**src/design/unsigned_decimal_text_parser_macros.svh**
```systemverilog
// ----------------------------------------------------------------------------
// unsigned_decimal_text_parser_macros.svh
// Assertion macros for the unsigned decimal text parser.
// ----------------------------------------------------------------------------
`ifndef UNSIGNED_DECIMAL_TEXT_PARSER_MACROS_SVH
`define UNSIGNED_DECIMAL_TEXT_PARSER_MACROS_SVH
`ifndef SYNTH
// same-cycle implication
`define UDTP_ASSERT_IMP(label, clk, rstn, a, b) \
    label: assert property (@(posedge clk) disable iff (!(rstn)) (a) |-> (b)) \
        else $error("udtp assertion failed");
// next-cycle implication
`define UDTP_ASSERT_NXT(label, clk, rstn, a, b) \
    label: assert property (@(posedge clk) disable iff (!(rstn)) (a) |=> (b)) \
        else $error("udtp assertion failed");
`else
`define UDTP_ASSERT_IMP(label, clk, rstn, a, b)
`define UDTP_ASSERT_NXT(label, clk, rstn, a, b)
`endif
`endif

```
**src/design/udtp_pkg.sv**
```systemverilog
// ----------------------------------------------------------------------------
// udtp_pkg
// Types and constants shared by the unsigned decimal text parser.
// ----------------------------------------------------------------------------
`default_nettype none

package udtp_pkg;

    localparam int unsigned CHAR_W  = 8;
    localparam int unsigned VALUE_W = 64;

    localparam logic [CHAR_W-1:0]  CHAR_NUL    = 8'h00;
    localparam logic [CHAR_W-1:0]  CHAR_PLUS   = 8'h2B;  // '+'
    localparam logic [CHAR_W-1:0]  CHAR_ZERO   = 8'h30;  // '0'
    localparam logic [CHAR_W-1:0]  CHAR_NINE   = 8'h39;  // '9'
    localparam logic [CHAR_W-1:0]  BLANK_MAX   = 8'd32;  // blanks are 1..32
    localparam logic [VALUE_W-1:0] TENTH_OF_MAX = 64'd1844674407370955161;

    typedef enum logic [2:0] {
        PH_LEAD  = 3'd0,
        PH_SIGN  = 3'd1,
        PH_DIGIT = 3'd2,
        PH_TRAIL = 3'd3,
        PH_BAD   = 3'd4
    } phase_t;

    // byte held in the input register
    typedef struct packed {
        logic              valid;
        logic [CHAR_W-1:0] char_code;
    } in_item_t;

    // result written into the output register
    typedef struct packed {
        logic               load;
        logic               ok;
        logic [VALUE_W-1:0] value;
    } result_t;

    // parser state seen from outside the core
    typedef struct packed {
        phase_t phase;
        logic   acc_zero;
    } core_status_t;

endpackage

`default_nettype wire

```
**src/design/udtp_in_reg.sv**
```systemverilog
// ----------------------------------------------------------------------------
// udtp_in_reg
// Input register: takes one byte per cycle from the slave channel if ready.
// ----------------------------------------------------------------------------
`default_nettype none

module udtp_in_reg (
    input  wire logic                      aclk,
    input  wire logic                      aresetn,
    input  wire logic                      s_tvalid,
    output logic                           s_tready,
    input  wire logic [udtp_pkg::CHAR_W-1:0] s_tdata,
    input  wire logic                      consume,
    output udtp_pkg::in_item_t             item
);

    logic                        valid_reg;
    logic [udtp_pkg::CHAR_W-1:0] char_reg;

    // free when empty or when the held byte leaves this cycle
    assign s_tready = !valid_reg || consume;

    always_ff @(posedge aclk) begin
        if (!aresetn) begin
            valid_reg <= 1'b0;
        end else if (s_tready) begin
            valid_reg <= s_tvalid;
        end
    end

    always_ff @(posedge aclk) begin
        if (s_tvalid && s_tready) begin
            char_reg <= s_tdata;
        end
    end

    assign item.valid     = valid_reg;
    assign item.char_code = char_reg;

endmodule

`default_nettype wire

```
**src/design/udtp_parse_core.sv**
```systemverilog
// ----------------------------------------------------------------------------
// udtp_parse_core
// Phase and accumulator update for one byte; builds the result on a NUL.
// ----------------------------------------------------------------------------
`default_nettype none

module udtp_parse_core (
    input  wire logic                    aclk,
    input  wire logic                    aresetn,
    input  wire udtp_pkg::in_item_t      item,
    input  wire logic                    out_free,
    output logic                         consume,
    output udtp_pkg::result_t            result,
    output udtp_pkg::core_status_t       status
);

    udtp_pkg::phase_t               phase_reg, phase_next;
    logic [udtp_pkg::VALUE_W-1:0]   acc_reg, acc_next;

    logic                           is_term, is_blank, is_numeral, is_plus;
    logic [3:0]                     digit;
    logic [udtp_pkg::VALUE_W-1:0]   acc_times10, acc_digit;
    logic                           ovf;

    assign is_term    = (item.char_code == udtp_pkg::CHAR_NUL);
    assign is_blank   = !is_term && (item.char_code <= udtp_pkg::BLANK_MAX);
    assign is_numeral = (item.char_code >= udtp_pkg::CHAR_ZERO) &&
                        (item.char_code <= udtp_pkg::CHAR_NINE);
    assign is_plus    = (item.char_code == udtp_pkg::CHAR_PLUS);

    assign digit       = 4'(item.char_code - udtp_pkg::CHAR_ZERO);
    // x*10 = x*8 + x*2, wraps mod 2^64 (overflow caught separately)
    assign acc_times10 = (acc_reg << 3) + (acc_reg << 1);
    assign acc_digit   = acc_times10 + {{(udtp_pkg::VALUE_W-4){1'b0}}, digit};
    assign ovf         = (acc_reg > udtp_pkg::TENTH_OF_MAX) ||
                         ((acc_reg == udtp_pkg::TENTH_OF_MAX) && (digit > 4'd5));

    // a NUL waits only while the output register is still full
    assign consume = item.valid && (!is_term || out_free);

    always_comb begin
        phase_next   = phase_reg;
        acc_next     = acc_reg;
        result.load  = 1'b0;
        result.ok    = 1'b0;
        result.value = '0;
        if (consume) begin
            if (is_term) begin
                result.load = 1'b1;
                result.ok   = (phase_reg == udtp_pkg::PH_DIGIT) ||
                              (phase_reg == udtp_pkg::PH_TRAIL);
                result.value = result.ok ? acc_reg : '0;
                phase_next  = udtp_pkg::PH_LEAD;
                acc_next    = '0;
            end else begin
                unique case (phase_reg)
                    udtp_pkg::PH_LEAD: begin
                        if (is_blank) begin
                            phase_next = udtp_pkg::PH_LEAD;
                        end else if (is_plus) begin
                            phase_next = udtp_pkg::PH_SIGN;
                        end else if (is_numeral) begin
                            acc_next   = {{(udtp_pkg::VALUE_W-4){1'b0}}, digit};
                            phase_next = udtp_pkg::PH_DIGIT;
                        end else begin
                            phase_next = udtp_pkg::PH_BAD;
                        end
                    end
                    udtp_pkg::PH_SIGN: begin
                        if (is_numeral) begin
                            acc_next   = {{(udtp_pkg::VALUE_W-4){1'b0}}, digit};
                            phase_next = udtp_pkg::PH_DIGIT;
                        end else begin
                            phase_next = udtp_pkg::PH_BAD;
                        end
                    end
                    udtp_pkg::PH_DIGIT: begin
                        if (is_numeral) begin
                            if (ovf) begin
                                phase_next = udtp_pkg::PH_BAD;
                            end else begin
                                acc_next = acc_digit;
                            end
                        end else if (is_blank) begin
                            phase_next = udtp_pkg::PH_TRAIL;
                        end else begin
                            phase_next = udtp_pkg::PH_BAD;
                        end
                    end
                    udtp_pkg::PH_TRAIL: begin
                        if (!is_blank) begin
                            phase_next = udtp_pkg::PH_BAD;
                        end
                    end
                    default: begin
                        phase_next = udtp_pkg::PH_BAD;
                    end
                endcase
            end
        end
    end

    always_ff @(posedge aclk) begin
        if (!aresetn) begin
            phase_reg <= udtp_pkg::PH_LEAD;
            acc_reg   <= '0;
        end else begin
            phase_reg <= phase_next;
            acc_reg   <= acc_next;
        end
    end

    assign status.phase    = phase_reg;
    assign status.acc_zero = (acc_reg == '0);

endmodule

`default_nettype wire

```
**src/design/udtp_out_reg.sv**
```systemverilog
// ----------------------------------------------------------------------------
// udtp_out_reg
// Output register: holds one result until the master channel takes it.
// ----------------------------------------------------------------------------
`default_nettype none

module udtp_out_reg (
    input  wire logic                         aclk,
    input  wire logic                         aresetn,
    input  wire udtp_pkg::result_t            result,
    output logic                              out_free,
    output logic                              m_tvalid,
    input  wire logic                         m_tready,
    output logic [udtp_pkg::VALUE_W-1:0]      m_tdata,
    output logic [0:0]                        m_tuser
);

    logic                         valid_reg;
    logic                         ok_reg;
    logic [udtp_pkg::VALUE_W-1:0] value_reg;

    assign out_free = !valid_reg || m_tready;

    always_ff @(posedge aclk) begin
        if (!aresetn) begin
            valid_reg <= 1'b0;
        end else if (result.load) begin
            valid_reg <= 1'b1;
        end else if (m_tready) begin
            valid_reg <= 1'b0;
        end
    end

    always_ff @(posedge aclk) begin
        if (result.load) begin
            ok_reg    <= result.ok;
            value_reg <= result.value;
        end
    end

    assign m_tvalid = valid_reg;
    assign m_tdata  = value_reg;
    assign m_tuser  = ok_reg;

endmodule

`default_nettype wire

```
**src/design/unsigned_decimal_text_parser.sv**
```systemverilog
// ----------------------------------------------------------------------------
// unsigned_decimal_text_parser
// Parses NUL-terminated ASCII text into a 64-bit unsigned value.
// ----------------------------------------------------------------------------
//
//  channel | dir | tdata                  | tuser        | item
//  --------+-----+------------------------+--------------+---------------------
//  s_      | in  | [7:0]  char_code       | -            | one text byte
//  m_      | out | [63:0] parsed_value    | [0] parse_ok | one per NUL byte
//
//  Throughput: one byte per cycle while s_tready is high. A byte is
//  registered, then the phase and accumulator update (x*10 + digit and
//  the overflow compare) runs on it; a NUL's result is registered for m_.
//  Reset (aresetn low, synchronous) clears phase to leading-blank, zeroes the
//  accumulator and empties both registers.
//  Stalls: s_tready drops only while a NUL waits behind an untaken result.
//
`default_nettype none

module unsigned_decimal_text_parser (
    input  wire logic        aclk,
    input  wire logic        aresetn,
    // slave channel
    input  wire logic        s_tvalid,
    output logic             s_tready,
    input  wire logic [7:0]  s_tdata,   // [7:0] char_code
    // master channel
    output logic             m_tvalid,
    input  wire logic        m_tready,
    output logic [63:0]      m_tdata,   // [63:0] parsed_value
    output logic [0:0]       m_tuser    // [0] parse_ok
);

`include "unsigned_decimal_text_parser_macros.svh"

    udtp_pkg::in_item_t     in_item;
    udtp_pkg::result_t      result;
    udtp_pkg::core_status_t status;
    logic                   consume;
    logic                   out_free;

    // input register
    udtp_in_reg u_in_reg (
        .aclk     (aclk),
        .aresetn  (aresetn),
        .s_tvalid (s_tvalid),
        .s_tready (s_tready),
        .s_tdata  (s_tdata),
        .consume  (consume),
        .item     (in_item)
    );

    // phase / accumulator update
    udtp_parse_core u_core (
        .aclk     (aclk),
        .aresetn  (aresetn),
        .item     (in_item),
        .out_free (out_free),
        .consume  (consume),
        .result   (result),
        .status   (status)
    );

    // result register
    udtp_out_reg u_out_reg (
        .aclk     (aclk),
        .aresetn  (aresetn),
        .result   (result),
        .out_free (out_free),
        .m_tvalid (m_tvalid),
        .m_tready (m_tready),
        .m_tdata  (m_tdata),
        .m_tuser  (m_tuser)
    );

    // a rejected string always reports zero
    `UDTP_ASSERT_IMP(a_bad_is_zero, aclk, aresetn, m_tvalid && !m_tuser[0], m_tdata == '0)
    // input stalls only behind a NUL with the output still full
    `UDTP_ASSERT_IMP(a_stall_cause, aclk, aresetn, !s_tready,
        in_item.valid && (in_item.char_code == udtp_pkg::CHAR_NUL) && m_tvalid && !m_tready)
    // parser is back at its start state after every result
    `UDTP_ASSERT_NXT(a_restart, aclk, aresetn, result.load,
        (status.phase == udtp_pkg::PH_LEAD) && status.acc_zero && m_tvalid)

endmodule

`default_nettype wire

```
**config.mk**
```make
export PLATFORM = sky130hd
export DESIGN_NAME = unsigned_decimal_text_parser
export DESIGN_NICKNAME = d
export VERILOG_FILES = /design/src/design/udtp_pkg.sv /design/src/design/udtp_in_reg.sv /design/src/design/udtp_parse_core.sv /design/src/design/udtp_out_reg.sv /design/src/design/unsigned_decimal_text_parser.sv
export VERILOG_INCLUDE_DIRS = /design/src /design/src/design
export SDC_FILE = /design/constraint.sdc
export NUM_CORES = 1
export LEC_CHECK = 0
export BUFFER_PORTS_ARGS = -buffer_cell sky130_fd_sc_hd__buf_2
export CAP_MARGIN = 10
export CORE_UTILIZATION = 55
export DETAILED_ROUTE_END_ITERATION = 8
export GPL_TIMING_DRIVEN = 1
export PLACE_DENSITY = 0.8
export SETUP_SLACK_MARGIN = 0.02
export SYNTH_ARGS = -nofsm -noshare
export SYNTH_HDL_FRONTEND = slang
export SYNTH_SLANG_ARGS = --single-unit
```
**constraint.sdc**
```tcl
create_clock -name aclk -period 6.15 [get_ports aclk]
set_input_delay 1.23 -clock aclk [delete_from_list [all_inputs] [get_ports aclk]]
set_output_delay 1.23 -clock aclk [all_outputs]
set_load 0.01 [all_outputs]
```
Yosys cells after proc, flatten, opt, wreduce, memory -nomap -nowiden

Index checks and enable logic that the tools add are counted.

Bits in registers: 142
Bits of input ports: 12
Output and inout bits: 67

Reductions and logical operators: 21
Mux-type cells: 21
Eq/ne operators: 11
Add/sub/neg operators: 3
Magnitude comparators: 5

Operators with widths:

| cell                   | number |
|---|---|
| $mux W64               | 7 |
| $pmux W64 S3           | 1 |
| $mux W66               | 2 |
| $add A64 B4 Y64        | 1 |
| $add A64 B64 Y64       | 1 |
| $eq A64 B61 Y1 const B | 1 |
| $gt A64 B61 Y1 const B | 1 |
| $mux W3                | 8 |
| $le A8 B6 Y1 const B   | 2 |
| $ne A3 B2 Y1 const B   | 4 |
| $pmux W3 S4            | 1 |
| $eq A8 B6 Y1 const B   | 1 |
| $ge A8 B6 Y1 const B   | 1 |
| $logic_not A8 Y1       | 1 |
| $eq A3 B2 Y1 const B   | 2 |
| $reduce_and A3 Y1      | 2 |
| $reduce_and A6 Y1      | 1 |
| $logic_and A1 B1 Y1    | 5 |
| $logic_or A1 B1 Y1     | 5 |
| $gt A4 B3 Y1 const B   | 1 |
| $ne A4 B3 Y1 const B   | 1 |
| $reduce_bool A4 Y1     | 1 |
| $sub A4 B1 Y4 const B  | 1 |
| $eq A3 B1 Y1 const B   | 1 |
| 6 further kinds        | 9 |

Longest topological paths before layout

Gate-level depths: netlist (run 1).

Depth after elaboration: 8
Gate-level depth with buffers: 14
Mapped depth without buffers: 14

Cells and area by module

A second synthesis (run 1) with hierarchy kept.

Cells, all modules: 1092
Area total of the unflattened synthesis: 10080.9 um^2

By module, submodules not included:

| module          | instances | seq. area each (um^2) | cells an instance | area each (um^2) |
|---|---|---|---|---|
| udtp_parse_core | 1         | 1341.3                | 1009              | 7775.0 |
| udtp_out_reg    | 1         | 1971.9                | 69                | 2000.7 |
| udtp_in_reg     | 1         | 260.2                 | 14                | 305.3 |

Least setup slack after synthesis (run 1)

Ideal clock, no wire load.

Path type: register -> register
Start: register u_in_reg.char_reg[3] (netlist bit)
End: register u_out_reg.value_reg, in the netlist u_out_reg.m_tdata[0] (enable)
Required time: 5.661 ns
Slack: 1.551 ns
Stages on the path, launching flop included: 6
Path buffers: 0
Data arrival time: 4.110 ns
Cells stage by stage: edfxtp_1 nor3_1 nand2_1 nor4_2 nand2_1 nor2_1

RTL lines:

| item                   | line               | text |
|---|---|---|
| start, declared        | udtp_in_reg.sv:18  | `logic [udtp_pkg::CHAR_W-1:0] char_reg;` |
| start signal, assigned | udtp_in_reg.sv:33  | `char_reg <= s_tdata;` |
| end signal, assigned   | udtp_out_reg.sv:37 | `value_reg <= result.value;` |
| end, declared          | udtp_out_reg.sv:20 | `logic [udtp_pkg::VALUE_W-1:0] value_reg;` |

Final worst setup path (run 1)

Start: register u_in_reg.char_reg[3] (netlist bit)
End: register u_core.acc_reg[60] (netlist bit)

Word-level cells in the longest chain between the ends: 7

Ends and longest elaborated chain:

| item                                                    | line                   | text |
|---|---|---|
| branches (longest 7 deep; another with $add A64 B4 Y64) | -                      |  |
| end signal, assigned                                    | udtp_parse_core.sv:109 | `acc_reg <= acc_next;` |
| end, declared                                           | udtp_parse_core.sv:18  | `logic [udtp_pkg::VALUE_W-1:0] acc_reg, acc_next;` |

Parallel ways; which one is timed is not known. The select of a mux whose other input is x is not followed.
A chain may end at the register's enable or synchronous reset.

==> impl_metrics.ini, run 1 <==
[status]
status = finished with violations
violations = DRC

[timing]
period_share_pct = 64.73
worst_slack_ns = 2.169
rsz0062_at_grt = no
hold_violations = 0
min_period_ns = 3.981
skew_ns = 0.01082
worstMarginPinSlew_ns = 1.032
setup_tns_ns = 0
maxSlewViolCount = 0
worst_hold_slack_ns = 0.5141
maxSlewHeadroom_pct = 31.03
setup_viol = 0
fmax_mhz = 251.2

[worst_setup_path]
crit_end = u_core.acc_reg[60]$_SDFFE_PN0P_
arrival_ns = 4.37
end_kind = flop
rr_worst_depth = 14
start_kind = flop
cpMaxStageDelayCell = fa_1
cp.depth = 14
worstPathRequired_ns = 6.54
critPathKind = reg2reg
cp_cell_sequence = inv_1, fa_1, inv_1, fa_1, a21o_1, a21oi_1, o311ai_2, a21boi_1, a211o_1, a2111oi_4, a22oi_1, or3_1, a21oi_1, a211o_1
regToRegStartpoint = u_in_reg.char_reg[3]$_DFFE_PP_
startpoint = u_in_reg.char_reg[3]$_DFFE_PP_
r2r_setup_slack_ns = 2.17
critPathTopFamily = compound AO/OA/AOI/OAI gates
critical_path.max_fanout = 6
r2r-end = u_core.acc_reg[60]$_SDFFE_PN0P_
crit_buf_inv = 2
slowest_delay_ns = 0.49

[cts]
holdBufCountCts = 0
clock_path_buffers = 2
cts_buffers = 17
cts.reportedPaths.clkPinSlew_ns = 0.06
cts_num_sinks = 142
clockRootBuffer = clkbuf_16
cts_setup_buffers = 0
cts_tree = done
cts_resized = 0
clk_latency_ns = 0.44
cts_htree_levels = 4

[global_routing]
gr-total-overflow = 0
antenna_found_initial = 0
grt_pass1_vias = 8605
grt_max_degree = 51
grt_pass1_wl_um = 42500
grt_usage_pct = 27.56

[logic_synthesis]
async_reset_ff_share_pct = 0
synth_area_leaders = edfxtp_1 (21%), ha_1 (15%), dfxtp_1 (13%), a21oi_1 (4.5%), and2_1 (4.3%)
synth_cells = 1130
syn_area_per_cell_um2 = 9.082
synth_cell_type_count = 75
syn_nets = 1266
ys.flop_type = edfxtp_1
synth_top_area_share_pct = 21.36
synth_top_area_cell = edfxtp_1
ys_ff_latch = 142
yosysSeqAreaShare_pct = 34.82
synth_area_um2 = 10260
synth_edf_count = 73
yosysWarnings = 0

[final_layout]
final_cell_mix = ha_1 (122), nand2_1 (116), a21oi_1 (92)
antenna_cells = 0
finalNonFillerCells = 1424
area_growth_pct = 11.03
nets = 1318
layout_commonest_cell = ha_1
stdcell_area_um2 = 11390
final_layout_size_suffix_gt1_share_pct = 11.72

[pwr]
peakVddDrop_mv = 0.2009
seqPwrFrac_pct = 47.8
p_int_mw = 1.651
leakage_nw = 5.178
swShare_pct = 21.05
combPwrFrac_pct = 1.5
pwr-share-clk_pct = 50.7
netSwitchingPower_mw = 0.4403
power_density_nw_per_um2 = 183.5

[die]
start_util_pct = 56.55
row_count = 49
fp.coreArea_um2 = 18150
fp.dieArea_um2 = 19210
die_h_um = 138.6
io_pins = 79
die_w_um = 138.6

[place]
post-place-ws_ns = 2.272
dp_cells = 1392
place_congestion = 0.9457
place_area_um2 = 10800
place_hpwl_um = 18560
portBuffers = 78

[min_path]
hp-class = reg2reg
holdPathStages = 2

[routing]
drt-wirelength-per-cell_um = 18.05
drt_wl_total_um = 25700
drcViolationCount = 12
vias_per_cell = 6.214
antenna_left = 0
via_count = 8849
drt_pre_antenna_iters = 9
drtIter0Drc = 686

[run]
maxCapViolCount = 0
## power by group through the flow
| stage | Sequential, mW | Combinational, mW | Clock, mW |
|---|---|---|---|
| floorplan | 1.02 | 0.0222 | 0 |
| global placement | 1.02 | 0.0308 | 0 |
| detailed placement | 1.02 | 0.0316 | 0 |
| CTS | 0.999 | 0.0319 | 1.07 |
| global route | 1.00 | 0.0360 | 1.11 |
| finish | 1.00 | 0.0323 | 1.06 |
## Yosys cell counts (all sizes together) (4+ instances only)
master / n
nand4: 17
or4: 4
nand3: 52
a22oi: 7
and3: 12
o21a: 9
ha: 122
nor4: 9
o21bai: 17
clkbuf: 36
a2111oi: 5
a21o: 41
o31ai: 10
xor2: 18
nor3: 19
o21ai: 69
nand2: 116
xnor2: 39
nor2: 45
nor2b: 11
dfxtp: 69
nand2b: 6
o211ai: 8
or3: 6
and2: 72
edfxtp: 73
buf: 14
a211o: 7
a31oi: 13
a21boi: 36
a21oi: 94
inv: 26
## through the flow
stage | utilization [%] | power (mW)
6_report | 62.79 | 2.091
3_5_place_dp | 59.52 | 1.051
5_1_grt | 62.79 | 2.143
3_3_place_gp | 59.52 | 1.050
4_1_cts | 62.79 | 2.097
2_1_floorplan | - | 1.040
## worst min-delay path, cell delays in order, from the launching register on
cell	delay, ns
dfxtp_1	0.33
nand2_1	0.06
a21boi_0	0.07
## layer usage
layer / track usage (%) / vias up / wire length (um)
li1: - / 4287 / -
met1: 34.87 / 4190 / 11600
met2: 45.15 / 299 / 11870
met3: 4.765 / 73 / 1272
met4: 14.61 / 0 / 956
met5: 0 / - / 0
## how the worst min path moves through the flow
| stage | end | from |
|---|---|---|
| floorplan | u_core.acc_reg[63]$_SDFFE_PN0P_ | u_core.acc_reg[63]$_SDFFE_PN0P_ |
| global placement | u_core.acc_reg[0]$_SDFFE_PN0P_ | u_core.acc_reg[0]$_SDFFE_PN0P_ |
| global route | u_core.acc_reg[0]$_SDFFE_PN0P_ | u_core.acc_reg[0]$_SDFFE_PN0P_ |
| CTS | u_core.acc_reg[0]$_SDFFE_PN0P_ | u_core.acc_reg[0]$_SDFFE_PN0P_ |
| detailed placement | u_core.acc_reg[0]$_SDFFE_PN0P_ | u_core.acc_reg[0]$_SDFFE_PN0P_ |
| finish | u_core.acc_reg[0]$_SDFFE_PN0P_ | u_core.acc_reg[0]$_SDFFE_PN0P_ |
## kinds of logic after synthesis
kind of cell / count (synthesis) / share of synthesized area (%)
buffers and inverters: 76 / 2.938
AND/OR/NAND/NOR: 382 / 19.01
multiplexers: 3 / 0.2926
adder cells (fa/ha/maj): 124 / 15.26
AO/OA/AOI/OAI: 346 / 22.81
XOR/XNOR: 57 / 4.865
flip-flops: 142 / 34.82
## layout make-up
type	count	area, um2
fill	1500	6753
multi-input combinational	912	6416
sequential	142	3573
clock buffer	21	450.4
timing repair buffer	83	427.9
tap	229	286.5
clock inverter	11	142.6
inverter	26	97.59
No activity file was read; power rests on OpenSTA's default activity.
==> inputs of run 2 (changes only) <==
--- a/config.mk
+++ b/config.mk
@@ -6,12 +6,13 @@
 export SDC_FILE = /design/constraint.sdc
 export NUM_CORES = 1
 export LEC_CHECK = 0
+export ABC_AREA = 1
 export BUFFER_PORTS_ARGS = -buffer_cell sky130_fd_sc_hd__buf_2
 export CAP_MARGIN = 10
 export CORE_UTILIZATION = 55
 export DETAILED_ROUTE_END_ITERATION = 8
 export GPL_TIMING_DRIVEN = 1
-export PLACE_DENSITY = 0.8
+export PLACE_DENSITY = 0.82
 export SETUP_SLACK_MARGIN = 0.02
 export SYNTH_ARGS = -nofsm -noshare
 export SYNTH_HDL_FRONTEND = slang
==> constraint.sdc (replaced) <==
create_clock -name aclk -period 3.35 [get_ports aclk]
set_input_delay 0.67 -clock aclk [delete_from_list [all_inputs] [get_ports aclk]]
set_output_delay 0.67 -clock aclk [all_outputs]
set_load 0.01 [all_outputs]
==> run 2 against run 1 <==
  * Highest routed layer unchanged
  * Via count up 51%
  * Combinational power rose to 3.6 times the previous value
  * Final area up 24%
  * The run now ends clean
  * Sequential cell count unchanged
  * Synthesized area up 24%
  * Synthesized cell count up 83%
  * Critical path type unchanged
  * Largest cell class unchanged
  * Routed wire length up 68%
==> impl_metrics.ini, run 2 <==
[status]
status = finished, final reports clean

[die]
fp.dieArea_um2 = 23830
io_pins = 79
die_w_um = 154.4
start_util_pct = 56.23
row_count = 55
die_h_um = 154.4
fp.coreArea_um2 = 22710

[logic_synthesis]
syn_area_per_cell_um2 = 6.162
synth_edf_count = 73
synth_top_area_share_pct = 20.78
ys_ff_latch = 142
syn_nets = 2208
ys_top_cells_by_count = nand2_1 (707), inv_1 (374), nor2_1 (278)
synth_area_leaders = nand2_1 (21%), edfxtp_1 (17%), ha_1 (12%), inv_1 (11%), dfxtp_1 (11%)
synth_cell_type_count = 39
ys.flop_type = edfxtp_1
synth_cells = 2072
yosysSeqAreaShare_pct = 27.99
async_reset_ff_share_pct = 0
synth_top_area_cell = nand2_1
yosysWarnings = 0
synth_area_um2 = 12770
yosysMostFrequentCell = nand2_1

[final_layout]
final_cell_mix = nand2_1 (706), inv_1 (374), nor2_1 (278)
nets = 2288
layout_commonest_cell = nand2_1
final_layout_size_suffix_gt1_share_pct = 8.129
antenna_cells = 0
finalNonFillerCells = 2450
area_growth_pct = 10.26
stdcell_area_um2 = 14080
utilization_pct = 61.99

[worst_setup_path]
rr_worst_depth = 15
regToRegStartpoint = u_core.acc_reg[18]$_SDFFE_PN0P_
critPathKind = reg2reg
startpoint = u_core.acc_reg[18]$_SDFFE_PN0P_
r2r-end = u_core.acc_reg[55]$_SDFFE_PN0P_
r2r_setup_slack_ns = 0.16
end_kind = flop
critical_path.max_fanout = 5
arrival_ns = 3.51
crit_end = u_core.acc_reg[55]$_SDFFE_PN0P_
worstPathRequired_ns = 3.67
start_kind = flop

[run]
maxCapViolCount = 0

[routing]
drt_wl_total_um = 43060
top_layer = met4
drt_pre_antenna_iters = 6
drtIter0Drc = 1431
drt-wirelength-per-cell_um = 17.58
drcViolationCount = 0
wl_met3_um = 5403
antenna_left = 0
wl_met2_um = 16870
via_count = 13370
wl_met1_um = 19530
vias_per_cell = 5.458

[pwr]
peakVddDrop_mv = 0.3134
power.total_mw = 3.953
leakage_nw = 7.600
power_density_nw_per_um2 = 280.8

[timing]
setup_viol = 0
maxSlewViolCount = 0
period_share_pct = 95.34
worst_hold_slack_ns = 0.4092
hold_violations = 0
skew_ns = 0.02144
maxSlewHeadroom_pct = 48.23
fmax_mhz = 313.1
rsz0062_at_grt = no
setup_tns_ns = 0
worst_slack_ns = 0.1561
min_period_ns = 3.194
worstMarginPinSlew_ns = 0.7766

[place]
place_hpwl_um = 34540
dp_cells = 2417
place_congestion = 1.014
place_area_um2 = 13470
portBuffers = 78
post-place-ws_ns = 0.2660

[global_routing]
grt_pass1_vias = 11990
grt_usage_pct = 36.84
gr-total-overflow = 0
grt_max_degree = 66
grt_pass1_wl_um = 66340
antenna_found_initial = 0

[cts]
cts_num_sinks = 142
clk_latency_ns = 0.44
cts_buffers = 17
cts_htree_levels = 4
cts_tree = done
cts.reportedPaths.clkPinSlew_ns = 0.07
clockRootBuffer = clkbuf_16
clock_path_buffers = 2
holdBufCountCts = 0

[min_path]
hp-class = in2reg
-- run 2: changes by cell type after synthesis, moves of 21 or more --
cell and change:
and2_1 -69, o21ai_0 -51, a21oi_1 +30, a21boi_0 -34
nor2_1 +233, nand3_1 +56, inv_2 +24, clkbuf_1 -23
inv_1 +348, a21o_1 -40, nand4_1 +21, xnor2_1 -28
nand2_1 +591
-- run 2: layout make-up --
class	count	area, um2
Sequential cell	142	3573
Clock inverter	15	176.4
Multi-Input combinational cell	1495	7478
Timing Repair Buffer	97	570.5
Clock buffer	17	425.4
Inverter	399	1498
Fill cell	2239	8631
Tap cell	285	356.6
-- run 2: worst min-delay path by stage --
| stage | startpoint | endpoint | slack [ns] | cells after the start |
|---|---|---|---|---|
| after global placement | u_core.acc_reg[10]$_SDFFE_PN0P_ | u_core.acc_reg[10]$_SDFFE_PN0P_ | 0.50 | 2 |
| after floorplan | u_core.acc_reg[22]$_SDFFE_PN0P_ | u_core.acc_reg[22]$_SDFFE_PN0P_ | 0.47 | 2 |
| after CTS | s_tdata[1] | u_in_reg.char_reg[1]$_DFFE_PP_ | 0.41 | 1 |
| final | s_tdata[2] | u_in_reg.char_reg[2]$_DFFE_PP_ | 0.41 | 1 |
| after detailed placement | u_core.acc_reg[0]$_SDFFE_PN0P_ | u_core.acc_reg[0]$_SDFFE_PN0P_ | 0.52 | 2 |
| after global routing | s_tdata[2] | u_in_reg.char_reg[2]$_DFFE_PP_ | 0.40 | 1 |
-- run 2: what timing repair did --
item | 4_1_cts | 5_1_grt
setup buffers | 0 | 1
gates resized for setup | 0 | 1
setup endpoints to repair | 0 | 5
-- run 2: where the power goes --
group / internal [mW] / switching, mW / total [mW]
Combinational: 0.0325 / 0.0826 / 0.115
Sequential: 1.82 / 0.0123 / 1.84
Clock: 1.12 / 0.879 / 2.00
Total: 2.98 / 0.973 / 3.95
-- run 2: logic make-up (layout without fill, tap and decap cells) --
group           after synthesis  in the layout  synth area share [%]
simple gates               1209           1209                 39.27
xor+xnor                     15             15                 1.029
buf+inv                     435            528                 13.48
fa+ha+maj                   124            124                 12.27
compound gates              147            147                 5.968
flops                       142            142                 27.99
-- run 2: critical path: stages (launching register included) --
cell	delay, ns
dfxtp_1	0.53
ha_1	0.30
ha_1	0.46
nand2_1	0.13
nor2_1	0.45
nand2_1	0.15
inv_1	0.10
nand3_1	0.10
nand3_1	0.25
nand3_1	0.16
nand2_1	0.09
nand2_1	0.05
nand2_1	0.10
nor2_1	0.06
nor2_1	0.11
nor2_1	0.04
-- run 2: per-layer routing --
metal,GRT usage [%],vias to the layer above
met5,0,-
li1,-,6616
met2,51.30,693
met1,54.74,5987
met3,8.966,75
met4,12.73,0
==> inputs of run 3 (changes only) <==
--- a/config.mk
+++ b/config.mk
@@ -16,4 +16,5 @@
 export SETUP_SLACK_MARGIN = 0.02
 export SYNTH_ARGS = -nofsm -noshare
 export SYNTH_HDL_FRONTEND = slang
+export SYNTH_HIERARCHICAL = 1
 export SYNTH_SLANG_ARGS = --single-unit
==> run 3 against run 2 <==
  * Critical path type unchanged
  * Register-to-register slack better by 0.11 ns
  * Synthesized cell count up 2.0%
  * Global-route usage down 1.7 points
  * Routed wire length down 4.3%
  * Sequential share of layout area down 0.33 points
  * Final cell count up 2.6%
  * Largest power group unchanged
  * Final area up 1.3%
  * Largest cell class unchanged
==> impl_metrics.ini, run 3 <==
[status]
status = finished, final reports clean

[place]
portBuffers = 78
place_hpwl_um = 33070
place_congestion = 1.061

[die]
io_pins = 79
row_count = 55
fp.dieArea_um2 = 24120
fp.coreArea_um2 = 22850
die_h_um = 155.3
die_w_um = 155.3
start_util_pct = 56.57

[timing]
hold_violations = 0
setup_viol = 0
setup_tns_ns = 0
maxSlewViolCount = 0
min_period_ns = 3.080
maxSlewHeadroom_pct = 35.11
skew_ns = 0.01185
worst_hold_slack_ns = 0.4105
fmax_mhz = 324.6
rsz0062_at_grt = no
worstMarginPinSlew_ns = 0.9711
period_share_pct = 91.95

[routing]
drcViolationCount = 0
drtIter0Drc = 1507
drt_pre_antenna_iters = 6
drt_wl_total_um = 41200
via_count = 13510
vias_per_cell = 5.374
drt-wirelength-per-cell_um = 16.39
antenna_left = 0

[cts]
clock_path_buffers = 2
clk_latency_ns = 0.43
cts_buffers = 17
clockRootBuffer = clkbuf_16
cts_htree_levels = 4
cts.reportedPaths.clkPinSlew_ns = 0.07
cts_tree = done
cts_num_sinks = 142

[min_path]
hp-class = in2reg

[worst_setup_path]
start_kind = flop
critPathKind = reg2reg
arrival_ns = 3.38
slowest_delay_ns = 0.50
critical_path.max_fanout = 5
worstPathRequired_ns = 3.65
path_common_cell = nand2_1
cpMaxStageDelayCell = dfxtp_1
end_kind = flop
cp_cell_sequence = ha_1, ha_1, nand2_1, nor2_1, inv_1, nor2_1, nand2_1, inv_1, nand2_1, nand2_1, nand2_1, nand2_1, nand2_1, nand2_1, nor2_2, nor2_1, nor2_1

[final_layout]
area_growth_pct = 10.35
final_cell_mix = nand2_1 (747), inv_1 (433), nor2_1 (237)
multi_input_area_um2 = 7483
regArea_um2 = 3573
antenna_cells = 0
layout_commonest_cell = nand2_1
nets = 2324
fillers = 2136
final_layout_size_suffix_gt1_share_pct = 7.905

[pwr]
p_int_mw = 3.125
seqPwrFrac_pct = 45.9
leakage_nw = 7.575
swShare_pct = 21.83
power.total_mw = 3.997
peakVddDrop_mv = 0.3185
netSwitchingPower_mw = 0.8725
power_density_nw_per_um2 = 280.3
combPwrFrac_pct = 2.8
pwr-share-clk_pct = 51.3

[global_routing]
gr-total-overflow = 0
grt_pass1_vias = 12180
grt_max_degree = 48
grt_usage_pct = 35.10
antenna_found_initial = 0
grt_pass1_wl_um = 64930

[logic_synthesis]
yosysWarnings = 6
synth_cells = 2113
syn_area_per_cell_um2 = 6.117
synth_area_um2 = 12920
syn_nets = 2249

[run]
maxCapViolCount = 0
==> run 3: critical path, delay by kind of cell, from the launching register on <==
| family | cells | cell delay (ns) |
|---|---|---|
| AND/OR/NAND/NOR | 13 | 1.57 |
| adder cells (fa/ha/maj) | 2 | 0.71 |
| flip-flops | 1 | 0.50 |
| buffers and inverters | 2 | 0.16 |
==> run 3: path summary, 6_finish.rpt <==
check	cells past startpoint	slack (ns)	from	endpoint
hold reg to reg	2	0.51	u_out_reg/m_tvalid$_SDFFE_PN0P_	u_out_reg/m_tvalid$_SDFFE_PN0P_
setup / recovery	17	0.27	u_core/acc_reg[20]$_SDFFE_PN0P_	u_core/acc_reg[63]$_SDFFE_PN0P_
hold / removal	1	0.41	s_tdata[7]	u_in_reg/char_reg[7]$_DFFE_PP_
setup reg to reg	17	0.27	u_core/acc_reg[20]$_SDFFE_PN0P_	u_core/acc_reg[63]$_SDFFE_PN0P_
==> run 3: layout make-up <==
cell class	instances	area share, %
clock buffers	19	3.106
clock inverters	13	1.325
inverters	446	11.74
multi-input cells	1489	52.47
flip-flops and latches	142	25.05
well taps	313	2.746
repair buffers	92	3.562
==> run 3: repair_timing <==
| item | 4_1_cts | 5_1_grt |
|---|---|---|
| endpoints found under the hold margin | 0 | 0 |
| buffers inserted | 0 | 2 |
| hold buffers | 0 | 0 |
| resized for setup | 0 | 2 |
| setup endpoints to repair | 0 | 8 |
==> run 3: power by group through the flow <==
stage          combinational (mW)  clock (mW)  sequential (mW)
2_1_floorplan              0.0747           0             1.87
3_3_place_gp                0.102           0             1.87
3_5_place_dp                0.105           0             1.87
4_1_cts                     0.106        2.06             1.83
5_1_grt                     0.121        2.12             1.83
6_report                    0.114        2.05             1.83
==> run 3: routing by layer <==
layer	GRT usage, %	vias to the layer above	share of wire [%]
met5	0	-	0
met4	11.58	0	2.3
li1	-	6661	-
met1	51.38	6120	45
met2	53.13	663	42
met3	4.540	65	11
==> run 3: stage by stage <==
| stage | cell area, um2 | worst slack [ns] | cells | utilization (%) |
|---|---|---|---|---|
| 2_1_floorplan | 12920 | 0.5312 | 2113 | - |
| 3_3_place_gp | 13610 | 0.3413 | 2480 | 59.57 |
| 3_5_place_dp | 13610 | 0.2672 | 2480 | 59.57 |
| 4_1_cts | 14240 | 0.2372 | 2512 | 62.34 |
| 5_1_grt | 14260 | 0.01673 | 2514 | 62.43 |
| 6_report | 14260 | 0.2696 | 2514 | 62.43 |
